## src/rtl/bpst_pkg.sv

```systemverilog
// ----------------------------------------------------------------------------
// bpst_pkg
// Shared types for the buffer pool state tracker: action codes and the
// command and status groups between the controller and the datapath.
// ----------------------------------------------------------------------------
`default_nettype none

package bpst_pkg;

    typedef enum logic [1:0] {
        ACT_ALLOC   = 2'd0,
        ACT_MARK    = 2'd1,
        ACT_FETCH   = 2'd2,
        ACT_RELEASE = 2'd3
    } t_action;

    typedef struct packed {
        logic start;
        logic apply;
        logic step;
        logic load_out;
    } t_cmd;

    typedef struct packed {
        logic done;
        logic out_free;
    } t_sts;

endpackage

`default_nettype wire

```

## src/rtl/buffer_pool_state_tracker_top.sv

```systemverilog
// ----------------------------------------------------------------------------
// buffer_pool_state_tracker_top
// Round-robin buffer pool allocator: allocate, mark ready, fetch ready and
// release over a pool of free, in-use and ready buffers.
// ----------------------------------------------------------------------------
//  Channel   Direction  Handshake                  Payload
//  in        input      i_in_valid / o_in_ready    i_action, i_buffer_index
//  out       output     o_out_valid / i_out_ready  o_found, o_result_index
//
// Mark ready and release are applied when accepted and need no search.
// Allocate and fetch ready scan 16 buffers per cycle, chunk by chunk from the
// pointer's chunk, and stop at the first chunk with a match or after the last chunk.
// Reset clears every buffer to free and both pointers to zero.
// A stalled output holds the finished result and blocks the next transaction.
// ----------------------------------------------------------------------------
`default_nettype none

module buffer_pool_state_tracker_top #(
    parameter int NUM_BUFFERS = 16
) (
    input  wire logic        i_clk,
    input  wire logic        i_rst_n,
    input  wire logic        i_in_valid,
    output logic             o_in_ready,
    input  wire logic [1:0]  i_action,
    input  wire logic [3:0]  i_buffer_index,
    output logic             o_out_valid,
    input  wire logic        i_out_ready,
    output logic             o_found,
    output logic [3:0]       o_result_index
);
    import bpst_pkg::*;

    t_cmd cmd;
    t_sts sts;

    bpst_ctrl u_ctrl (
        .i_clk      (i_clk),
        .i_rst_n    (i_rst_n),
        .i_in_valid (i_in_valid),
        .i_action   (i_action),
        .i_sts      (sts),
        .o_in_ready (o_in_ready),
        .o_cmd      (cmd)
    );

    bpst_datapath #(
        .NUM_BUFFERS (NUM_BUFFERS)
    ) u_datapath (
        .i_clk          (i_clk),
        .i_rst_n        (i_rst_n),
        .i_action       (i_action),
        .i_buffer_index (i_buffer_index),
        .i_cmd          (cmd),
        .o_sts          (sts),
        .i_out_ready    (i_out_ready),
        .o_out_valid    (o_out_valid),
        .o_found        (o_found),
        .o_result_index (o_result_index)
    );

endmodule

`default_nettype wire

```

## src/rtl/bpst_ctrl.sv

```systemverilog
// ----------------------------------------------------------------------------
// bpst_ctrl
// Controller: accepts a transaction, sequences the chunked search and hands
// the result to the output register when it is free.
// ----------------------------------------------------------------------------
`default_nettype none

module bpst_ctrl (
    input  wire logic          i_clk,
    input  wire logic          i_rst_n,
    input  wire logic          i_in_valid,
    input  wire logic [1:0]    i_action,
    input  wire bpst_pkg::t_sts i_sts,
    output logic               o_in_ready,
    output bpst_pkg::t_cmd     o_cmd
);
    import bpst_pkg::*;

    typedef enum logic [1:0] {
        S_IDLE,
        S_SEARCH,
        S_REPLY
    } t_state;

    t_state r_state;
    t_state n_state;
    logic   is_search;
    logic   accept;

    assign o_in_ready = (r_state == S_IDLE);
    assign accept     = i_in_valid && o_in_ready;
    assign is_search  = (i_action == ACT_ALLOC) || (i_action == ACT_FETCH);

    always_comb begin
        n_state = r_state;
        o_cmd   = '0;
        case (r_state)
            S_IDLE: begin
                if (accept) begin
                    o_cmd.start = 1'b1;
                    if (is_search) begin
                        n_state = S_SEARCH;
                    end else begin
                        o_cmd.apply = 1'b1;
                        if (i_sts.out_free) begin
                            o_cmd.load_out = 1'b1;
                        end else begin
                            n_state = S_REPLY;
                        end
                    end
                end
            end
            S_SEARCH: begin
                o_cmd.step = 1'b1;
                if (i_sts.done) begin
                    if (i_sts.out_free) begin
                        o_cmd.load_out = 1'b1;
                        n_state        = S_IDLE;
                    end else begin
                        n_state = S_REPLY;
                    end
                end
            end
            S_REPLY: begin
                if (i_sts.out_free) begin
                    o_cmd.load_out = 1'b1;
                    n_state        = S_IDLE;
                end
            end
            default: begin
                n_state = S_IDLE;
            end
        endcase
    end

    always_ff @(posedge i_clk) begin
        if (!i_rst_n) begin
            r_state <= S_IDLE;
        end else begin
            r_state <= n_state;
        end
    end

endmodule

`default_nettype wire

```

## src/rtl/bpst_datapath.sv

```systemverilog
// ----------------------------------------------------------------------------
// bpst_datapath
// Buffer status vectors, search pointers, a chunked circular search and the
// output register.
// ----------------------------------------------------------------------------
`default_nettype none

module bpst_datapath #(
    parameter int NUM_BUFFERS = 16
) (
    input  wire logic          i_clk,
    input  wire logic          i_rst_n,
    input  wire logic [1:0]    i_action,
    input  wire logic [3:0]    i_buffer_index,
    input  wire bpst_pkg::t_cmd i_cmd,
    output bpst_pkg::t_sts     o_sts,
    input  wire logic          i_out_ready,
    output logic               o_out_valid,
    output logic               o_found,
    output logic [3:0]         o_result_index
);
    import bpst_pkg::*;

    localparam int W   = 16;
    localparam int C   = (NUM_BUFFERS + W - 1) / W;
    localparam int TOT = C * W;
    localparam int PW  = $clog2(NUM_BUFFERS);
    localparam int LW  = $clog2(W);
    localparam int CW  = (C > 1) ? $clog2(C) : 1;

    logic [NUM_BUFFERS-1:0] r_in_use;
    logic [NUM_BUFFERS-1:0] r_ready;
    logic [PW-1:0]          r_alloc_ptr;
    logic [PW-1:0]          r_ready_ptr;
    t_action                r_op;
    logic [CW-1:0]          r_chunk;
    logic [CW-1:0]          r_pass;
    logic [LW-1:0]          r_start_lane;
    logic                   r_lo_found;
    logic [PW-1:0]          r_lo_index;
    logic                   r_res_found;
    logic [PW-1:0]          r_res_index;
    logic                   r_out_valid;
    logic                   r_out_found;
    logic [3:0]             r_out_index;

    logic                   n_res_found;
    logic [PW-1:0]          n_res_index;
    logic [TOT-1:0]         match_pad;
    logic [W-1:0]           chunk_bits;
    logic [W-1:0]           mask_ge;
    logic [W-1:0]           hi_vec;
    logic [W-1:0]           lo_vec;
    logic                   hi_any;
    logic                   lo_any;
    logic [LW-1:0]          hi_lane;
    logic [LW-1:0]          lo_lane;
    logic                   first_pass;
    logic                   last_pass;
    logic [PW-1:0]          hi_index;
    logic [PW-1:0]          lo_index_now;
    logic                   lo_found_sel;
    logic [PW-1:0]          lo_index_sel;
    logic                   step_done;
    logic [PW-1:0]          start_ptr;
    logic                   idx_in_range;
    logic [PW-1:0]          idx;

    for (genvar g = 0; g < TOT; g++) begin : g_match
        if (g < NUM_BUFFERS) begin : g_real
            assign match_pad[g] = (r_op == ACT_FETCH) ? r_ready[g]
                                                      : (~r_in_use[g] & ~r_ready[g]);
        end else begin : g_pad
            assign match_pad[g] = 1'b0;
        end
    end

    assign chunk_bits = match_pad[int'(r_chunk) * W +: W];
    assign first_pass = (r_pass == '0);
    assign last_pass  = (r_pass == CW'(C - 1));

    always_comb begin
        for (int l = 0; l < W; l++) begin
            mask_ge[l] = (LW'(l) >= r_start_lane);
        end
    end

    assign hi_vec = first_pass ? (chunk_bits & mask_ge) : chunk_bits;
    assign lo_vec = chunk_bits & ~mask_ge;
    assign hi_any = |hi_vec;
    assign lo_any = |lo_vec;

    always_comb begin
        hi_lane = '0;
        lo_lane = '0;
        for (int l = W - 1; l >= 0; l--) begin
            if (hi_vec[l]) begin
                hi_lane = LW'(l);
            end
            if (lo_vec[l]) begin
                lo_lane = LW'(l);
            end
        end
    end

    assign hi_index     = PW'(int'(r_chunk) * W + int'(hi_lane));
    assign lo_index_now = PW'(int'(r_chunk) * W + int'(lo_lane));
    assign lo_found_sel = first_pass ? lo_any : r_lo_found;
    assign lo_index_sel = first_pass ? lo_index_now : r_lo_index;
    assign step_done    = hi_any || last_pass;

    assign start_ptr    = (t_action'(i_action) == ACT_FETCH) ? r_ready_ptr : r_alloc_ptr;
    assign idx_in_range = (32'(i_buffer_index) < NUM_BUFFERS);
    assign idx          = PW'(i_buffer_index);

    always_comb begin
        n_res_found = r_res_found;
        n_res_index = r_res_index;
        if (i_cmd.start) begin
            n_res_found = 1'b0;
            n_res_index = '0;
        end else if (i_cmd.step && step_done) begin
            n_res_found = hi_any || lo_found_sel;
            if (hi_any) begin
                n_res_index = hi_index;
            end else if (lo_found_sel) begin
                n_res_index = lo_index_sel;
            end else begin
                n_res_index = '0;
            end
        end
    end

    assign o_sts.done     = step_done;
    assign o_sts.out_free = !r_out_valid || i_out_ready;

    always_ff @(posedge i_clk) begin
        if (!i_rst_n) begin
            r_in_use    <= '0;
            r_ready     <= '0;
            r_alloc_ptr <= '0;
            r_ready_ptr <= '0;
            r_out_valid <= 1'b0;
        end else begin
            if (i_cmd.apply && idx_in_range) begin
                case (t_action'(i_action))
                    ACT_MARK: begin
                        if (r_in_use[idx]) begin
                            r_in_use[idx] <= 1'b0;
                            r_ready[idx]  <= 1'b1;
                        end
                    end
                    ACT_RELEASE: begin
                        if (r_ready[idx]) begin
                            r_ready[idx] <= 1'b0;
                        end
                    end
                    default: begin
                    end
                endcase
            end
            if (i_cmd.step && step_done && n_res_found) begin
                if (r_op == ACT_ALLOC) begin
                    r_in_use[n_res_index] <= 1'b1;
                    r_alloc_ptr           <= n_res_index;
                end else begin
                    r_ready_ptr <= n_res_index;
                end
            end
            if (i_cmd.load_out) begin
                r_out_valid <= 1'b1;
            end else if (i_out_ready) begin
                r_out_valid <= 1'b0;
            end
        end
    end

    always_ff @(posedge i_clk) begin
        r_res_found <= n_res_found;
        r_res_index <= n_res_index;
        if (i_cmd.start) begin
            r_op         <= t_action'(i_action);
            r_chunk      <= CW'(int'(start_ptr) / W);
            r_start_lane <= LW'(int'(start_ptr) % W);
            r_pass       <= '0;
        end else if (i_cmd.step) begin
            if (first_pass) begin
                r_lo_found <= lo_any;
                r_lo_index <= lo_index_now;
            end
            r_chunk <= (r_chunk == CW'(C - 1)) ? '0 : r_chunk + 1'b1;
            r_pass  <= r_pass + 1'b1;
        end
        if (i_cmd.load_out) begin
            r_out_found <= n_res_found;
            r_out_index <= 4'(n_res_index);
        end
    end

    assign o_out_valid    = r_out_valid;
    assign o_found        = r_out_found;
    assign o_result_index = r_out_index;

endmodule

`default_nettype wire
```

## config.mk

```make
export PLATFORM = sky130hd
export DESIGN_NAME = buffer_pool_state_tracker_top
export DESIGN_NICKNAME = d
export VERILOG_FILES = /design/src/rtl/bpst_pkg.sv /design/src/rtl/buffer_pool_state_tracker_top.sv /design/src/rtl/bpst_ctrl.sv /design/src/rtl/bpst_datapath.sv
export SDC_FILE = /design/constraint.sdc
export NUM_CORES = 1
export LEC_CHECK = 0
export ABC_AREA = 1
export BUFFER_PORTS_ARGS = -buffer_cell sky130_fd_sc_hd__buf_2
export CAP_MARGIN = 10
export CORE_UTILIZATION = 50
export DETAILED_ROUTE_END_ITERATION = 10
export PLACE_DENSITY_LB_ADDON = 0.15
export RECOVER_POWER = 100
export SLEW_MARGIN = 20
export SYNTH_ARGS = -nofsm -noshare
export SYNTH_HDL_FRONTEND = slang
export SYNTH_HIERARCHICAL = 1
export SYNTH_SLANG_ARGS = --single-unit
```

## constraint.sdc

```tcl
create_clock -name i_clk -period 2.4 [get_ports i_clk]
set_input_delay 0.24 -clock i_clk [delete_from_list [all_inputs] [get_ports i_clk]]
set_output_delay 0.24 -clock i_clk [all_outputs]
set_load 0.01 [all_outputs]
```

======== Yosys cells after proc, flatten, opt, wreduce, memory -nomap -nowiden ========
Cells that the tools add are included.
word-level totals
  bits in registers ....................... 66
  bits of input ports ..................... 10
  logic and storage cells ................. 228
  output and inout bits ................... 7
cells by class
  equality and inequality tests ........... 12
  shift-type cells ........................ 1
  magnitude comparators ................... 20
  bitwise logic cells ..................... 59
  muxes and demuxes ....................... 94
  reduce and logical (&&, ||, !) cells .... 22
  add/subtract/negate cells ............... 4
operators by type and width
  kind                                                 number
  two-way mux 4 bit                                    38
  two-way mux 16 bit                                   9
  AND 16 bit                                           4
  inverter 1 bit                                       35
  >= comparator 4 bit, first input constant            8
  two-way mux 1 bit                                    32
  inverter 16 bit                                      2
  OR 16 bit                                            2
  case mux 16 bit (2 select lines)                     1
  OR reduction 16 bit                                  2
  AND 1 bit                                            16
  >= comparator 3 x 4 -> 1 bit, first input constant   4
  two-way mux 2 bit                                    8
  indexed part select 16 x 6 -> 16 bit                 1
  < comparator 4 x 5 -> 1 bit, second input constant   2
  adder 1 x 4 -> 4 bit, first input constant           2
  binary-select mux 1 bit (select 4 bit)               2
  demux 1 bit (select 4 bit)                           2
  == test 2 bit, second input constant                 4
  >= comparator 1 x 4 -> 1 bit, first input constant   2
  >= comparator 2 x 4 -> 1 bit, first input constant   2
  >= comparator 4 x 1 -> 1 bit, second input constant  2
  AND reduction 4 bit                                  2
  logical NOT 2 bit                                    3
  12 further kinds                                     27

======== Longest topological paths before layout ========
  depth in word-level cells ............... 34
  gate-level depth with buffers ........... 26
  gate-level depth less buffers ........... 24

======== Cells and area by module ========
The synthesis kept the hierarchy.
modules (own cells, without submodules)
  module         area each (um^2)  times used  seq. area each (um^2)  cells an instance
  bpst_datapath  3937.5            1           1421.4                 567
  bpst_ctrl      181.4             1           40.0                   31

======== Least setup slack after synthesis ========
No wires, ideal clock.
  path kind ............................... reg2reg
  from .................................... register u_datapath.r_op[1]
  to ...................................... register u_datapath.r_out_index[0] (netlist: u_datapath/o_result_index[0]), data pin
  stages on the path, launching flop included .. 17
  data required time ...................... 2146 ps
  setup slack ............................. 61 ps
  library setup time ...................... 254 ps
  arrival ................................. 2085 ps
  cell sequence ........................... edfxtp_1 -> nand2_4 -> buf_6 -> nand2_1 -> o211ai_1 -> nand2_1 -> nor2_2 -> nand2_2 -> nor2_4 -> nand2_4 -> nand2_8 -> inv_6 -> nor2_1 -> nor2_2 -> nand2_1 -> buf_4 -> inv_1
RTL lines
  what                                      RTL line              text
  from (decl)                               bpst_datapath.sv:35   t_action r_op;
  from (signal assigned)                    bpst_datapath.sv:182  r_op <= t_action'(i_action);
  == test 2 bit (*)                         bpst_datapath.sv:71   assign match_pad[g] = (r_op == ACT_FETCH) ? r_ready[g]
  two-way mux 1 bit                         bpst_datapath.sv:71
  indexed part select 16 x 6 -> 16 bit (*)  bpst_datapath.sv:78   assign chunk_bits = match_pad[int'(r_chunk) * W +: W];
  AND 16 bit                                bpst_datapath.sv:88   assign hi_vec = first_pass ? (chunk_bits & mask_ge) : chunk_bits;
  two-way mux 16 bit (*)                    bpst_datapath.sv:88
  OR reduction 16 bit (*)                   bpst_datapath.sv:90   assign hi_any = |hi_vec;
  logical OR 1 bit (*)                      bpst_datapath.sv:110  assign step_done = hi_any || last_pass;
  named net u_datapath.step_done            bpst_datapath.sv:64   logic step_done;
  logical AND 1 bit (*)                     bpst_datapath.sv:122  end else if (i_cmd.step && step_done) begin
  two-way mux 4 bit (*)                     bpst_datapath.sv:122
  two-way mux 4 bit (*)                     bpst_datapath.sv:119  if (i_cmd.start) begin
  named net u_datapath.n_res_index[0]       bpst_datapath.sv:48   logic [PW-1:0] n_res_index;
  to (signal assigned)                      bpst_datapath.sv:196  r_out_index <= 4'(n_res_index);
  to (decl)                                 bpst_datapath.sv:45   logic [3:0] r_out_index;
Mark *: on every way through the listed nets, which the timed path passes. The rest lies on a longest branch.
A chain may end at the register's enable or synchronous reset.

==> reports/qor.txt <==
Post-synth EDFFs = 16
Post-route fraction of the period consumed by the critical path = 1.10
Max cap viols = 0
Endpoints failing setup = 35
Via count of the first global-routing pass = 4246
Floorplan die area = 8600 um^2
Setup slack at placement = -0.279 ns
Signal arrival time at the worst endpoint = 2.91 ns
Clock-pin slew of the registers on the worst-case setup and hold paths = 0.08 ns
Fill cell instance count of the final layout = 675
Sw power = 906 uW
Wire length of the first global-routing pass = 21100 um
Net count reported at finish = 718
Initial cell density of the core = 0.525
Sequential share of power = 0.414
CTS root buffer = sky130_fd_sc_hd__clkbuf_8
Area taken by flip-flops and latches = 1460 um^2
LEAKAGE = 2.38 nW
Largest fanout on the critical path = 6
Worst Setup EP = u_datapath/r_in_use[5]
Fin Clk Skew = 0.00941 ns
Post-synthesis cell type count = 46
All-layer global routing usage = 0.324
Avg Inst Size Synth = 6.89 um^2
Type of the worst setup path = reg -> reg
First element of the critical path = u_datapath/r_op[0]
Worst Setup Slack, final = -0.230 ns
XOR/XNOR Fraction of Synth Area = 0
Average routed wire per standard cell = 16.7 um
Area growth from synthesis to layout = 34.6%
Cell Area, Synth = 4120 um^2
Main combinational cell family by area after synthesis = simple AND/OR/NAND/NOR gates
Cts bufs inserted = 9
Starting DRT DRC Count = 366
Worst hold slack = 0.276 ns
Routed wire length = 13600 um
Top_reg_cell synth = sky130_fd_sc_hd__dfxtp_1
Number of cells in the finished layout apart from fillers = 815
Sw Ratio = 0.319
RSZ-0062 raised after global routing = true
Final Power = 2.84 mW
Share of power burned in combinational logic = 0.258
Leading post-synthesis cells by cell area = sky130_fd_sc_hd__dfxtp_1 24%, sky130_fd_sc_hd__nand2_1 13%, sky130_fd_sc_hd__edfxtp_1 12%
Max-slew headroom = 0.506
Power per unit of standard cell area = 512 nW/um^2
Peak supply drop = 0.000353 V
Post-layout util = 0.706
Slew of the pin with the lowest slew margin = 0.740 ns
Register bit count reported by yosys = 65
Worst reg-to-reg setup slack = -0.23 ns
Worst reg2reg startpoint = u_datapath/r_op[0]
Arithmetic-cell share of the synthesized area counting full adders, half adders and majority gates = 0
Largest net degree at the start of global routing = 28
Category of the worst setup path capture point = flip-flop
Data required time at the worst endpoint = 2.68 ns
Failing checks = setup timing
Most used standard cells in the synthesized netlist = 148 x sky130_fd_sc_hd__nand2_1, 76 x sky130_fd_sc_hd__inv_1, 61 x sky130_fd_sc_hd__a21oi_1
Gp weighted congestion = 0.988
Type of the worst min-delay path = in -> reg
Endpoint of the lowest-slack register-to-register path = u_datapath/r_in_use[5]
Share of cell area taken by muxes after synthesis = 0.00820
Total cell area at the placement stage = 4790 um^2
Min Clock Period, post-route = 2.63 ns
Most common cell in the synthesized netlist = sky130_fd_sc_hd__nand2_1
Vias per cell = 5.57
Complex-gate fraction of the synthesized area = 0.199
Clock network power share = 0.329
Synth Area in Simple Gates = 0.333
Seq/Total Area, Yosys = 0.355
Fraction of registers with async set/reset = 0
Total count of hold-check failures in the final report = 0
Post-detailed-route DRC marker count = 0
Total Negative Setup Slacks = -4.47 ns
Summed area of non-filler cells in the final layout = 5540 um^2
Setup crit start kind = flip-flop
Clk Latency, worst-skew pair = 0.35 ns
Reg2Reg Depth = 21
Outcome = finished with violations
Cell row count = 32
Total of buffers placed on input and output ports = 16
Final HPWL DP = 9910 um
Antenna violation net count after detailed routing = 0
Post-synthesis instance total = 598
CTS sink cnt = 65
CTS tree = yes
Maximum buffer depth of the clock tree = 2
Routed vias = 4536
Max-slew violation total from the final report = 0
Fraction of final layout cells with drive strength greater than 1 = 0.341
Number of antenna cells inserted = 0
Antenna violations before repair = 0
Drt pass-1 iters = 5
Area share of the leading cell type in the synthesized netlist = 0.238
Cell internal power dissipation = 1.93 mW
FMAX = 380 MHz
Cells after DPL = 774
Yosys top cell by area = sky130_fd_sc_hd__dfxtp_1
# hold bufs at CTS = 0
H-tree levels = 3
Warnings from Yosys = 6
Vert. Die Dim = 92.8 um
Number of top-level pins = 17
Die Span X = 92.8 um
Area of the multi-input gates = 2550 um^2
Net count of the mapped netlist = 608
Core Footprint = 7850 um^2
Remaining global-route overflow = 0
layout make-up:
type,count,area share
Clock inverter,7,0.0124
Tap cell,102,0.0230
Timing Repair Buffer,112,0.153
Multi-Input combinational cell,430,0.461
Inverter,90,0.0650
Sequential cell,65,0.264
Clock buffer,9,0.0223
critical path: stages, from the launching register on:
cell and delay [ns]:
sky130_fd_sc_hd__edfxtp_1 0.44, sky130_fd_sc_hd__clkinv_4 0.14, sky130_fd_sc_hd__nand2_8 0.08, sky130_fd_sc_hd__buf_4 0.14
sky130_fd_sc_hd__nand2_2 0.05, sky130_fd_sc_hd__nand2_2 0.05, sky130_fd_sc_hd__nand2_2 0.07, sky130_fd_sc_hd__nand3_2 0.12
sky130_fd_sc_hd__nor2_4 0.15, sky130_fd_sc_hd__nand2_2 0.10, sky130_fd_sc_hd__nor2_4 0.17, sky130_fd_sc_hd__nand2_4 0.09
sky130_fd_sc_hd__nand2_8 0.10, sky130_fd_sc_hd__a21oi_1 0.06, sky130_fd_sc_hd__nand2_2 0.10, sky130_fd_sc_hd__nand2_4 0.07
sky130_fd_sc_hd__inv_4 0.08, sky130_fd_sc_hd__nand2_4 0.07, sky130_fd_sc_hd__buf_12 0.12, sky130_fd_sc_hd__nor2_4 0.11
sky130_fd_sc_hd__nand4_1 0.11, sky130_fd_sc_hd__a21oi_1 0.13
per-layer routing:
layer / up-vias / GRT usage / part of all wire
met3: 42 / 0.0722 / 0.080
met1: 2113 / 0.419 / 0.42
met5: - / 0 / 0
met4: 0 / 0.140 / 0.039
li1: 2180 / - / -
met2: 201 / 0.517 / 0.46
timing repair:
action,CTS,global route
endpoints found under the setup margin,39,41
pin swaps,43,22
buffers inserted,20,3
gates resized for setup,66,36
cloned,2,0
cells in the final DEF, fill, tap and decap left out, types with 2 or more instances in the layout:
cell type / Yosys / final
sky130_fd_sc_hd__nand2_1: 148 / 123
sky130_fd_sc_hd__buf_4: 3 / 81
sky130_fd_sc_hd__inv_1: 76 / 74
sky130_fd_sc_hd__a21oi_1: 61 / 57
sky130_fd_sc_hd__dfxtp_1: 49 / 49
sky130_fd_sc_hd__nor2_1: 55 / 47
sky130_fd_sc_hd__nand2_2: 17 / 40
sky130_fd_sc_hd__nand3_1: 27 / 22
sky130_fd_sc_hd__o21ai_0: 29 / 21
sky130_fd_sc_hd__edfxtp_1: 16 / 16
sky130_fd_sc_hd__buf_6: 2 / 13
sky130_fd_sc_hd__nor2_4: 7 / 12
sky130_fd_sc_hd__o21ai_2: 10 / 11
sky130_fd_sc_hd__clkbuf_1: 7 / 10
sky130_fd_sc_hd__clkbuf_8: 0 / 9
sky130_fd_sc_hd__nor2_2: 6 / 9
sky130_fd_sc_hd__nand3_2: 8 / 9
sky130_fd_sc_hd__nand4_1: 9 / 9
sky130_fd_sc_hd__clkinv_1: 6 / 7
sky130_fd_sc_hd__buf_2: 2 / 7
sky130_fd_sc_hd__a22oi_1: 7 / 7
sky130_fd_sc_hd__o22ai_1: 8 / 7
sky130_fd_sc_hd__nand2_4: 4 / 6
sky130_fd_sc_hd__o21ai_4: 0 / 6
sky130_fd_sc_hd__o21ai_1: 5 / 6
sky130_fd_sc_hd__inv_2: 6 / 5
sky130_fd_sc_hd__a21oi_2: 1 / 5
sky130_fd_sc_hd__nand3_4: 0 / 4
sky130_fd_sc_hd__clkinv_4: 0 / 3
sky130_fd_sc_hd__nand2_8: 1 / 3
sky130_fd_sc_hd__o21a_1: 3 / 3
sky130_fd_sc_hd__clkinv_2: 0 / 2
sky130_fd_sc_hd__inv_4: 1 / 2
sky130_fd_sc_hd__or2_2: 2 / 2
sky130_fd_sc_hd__mux2_2: 3 / 2
sky130_fd_sc_hd__o221ai_1: 2 / 2
how the worst min path moves through the flow:
stage | depth (start not counted) | startpoint | to
after CTS | 1 | i_action[1] | u_datapath/r_op[1]
after floorplan | 0 | i_action[0] | u_datapath/r_op[0]
after detailed placement | 2 | u_datapath/r_alloc_ptr[3] | u_datapath/r_alloc_ptr[3]
after global routing | 1 | i_action[1] | u_datapath/r_op[1]
after global placement | 2 | u_datapath/r_alloc_ptr[3] | u_datapath/r_alloc_ptr[3]
final | 1 | i_action[1] | u_datapath/r_op[1]
power by group through the flow:
| stage | Clock (mW) | Combinational, mW | Sequential [mW] |
|---|---|---|---|
| after floorplan | 0 | 0.338 | 1.20 |
| after detailed placement | 0 | 0.578 | 1.20 |
| after global routing | 0.985 | 0.790 | 1.18 |
| after CTS | 0.948 | 0.679 | 1.17 |
| after global placement | 0 | 0.570 | 1.20 |
| final | 0.932 | 0.731 | 1.17 |
cell families (layout without fill, tap and decap cells):
kind of cell | count (synthesis) | in the layout
simple gates | 288 | 290
compound gates | 137 | 137
buf+inv | 105 | 218
flops | 65 | 65
mux | 3 | 3
No activity file was read; power rests on OpenSTA's default activity.
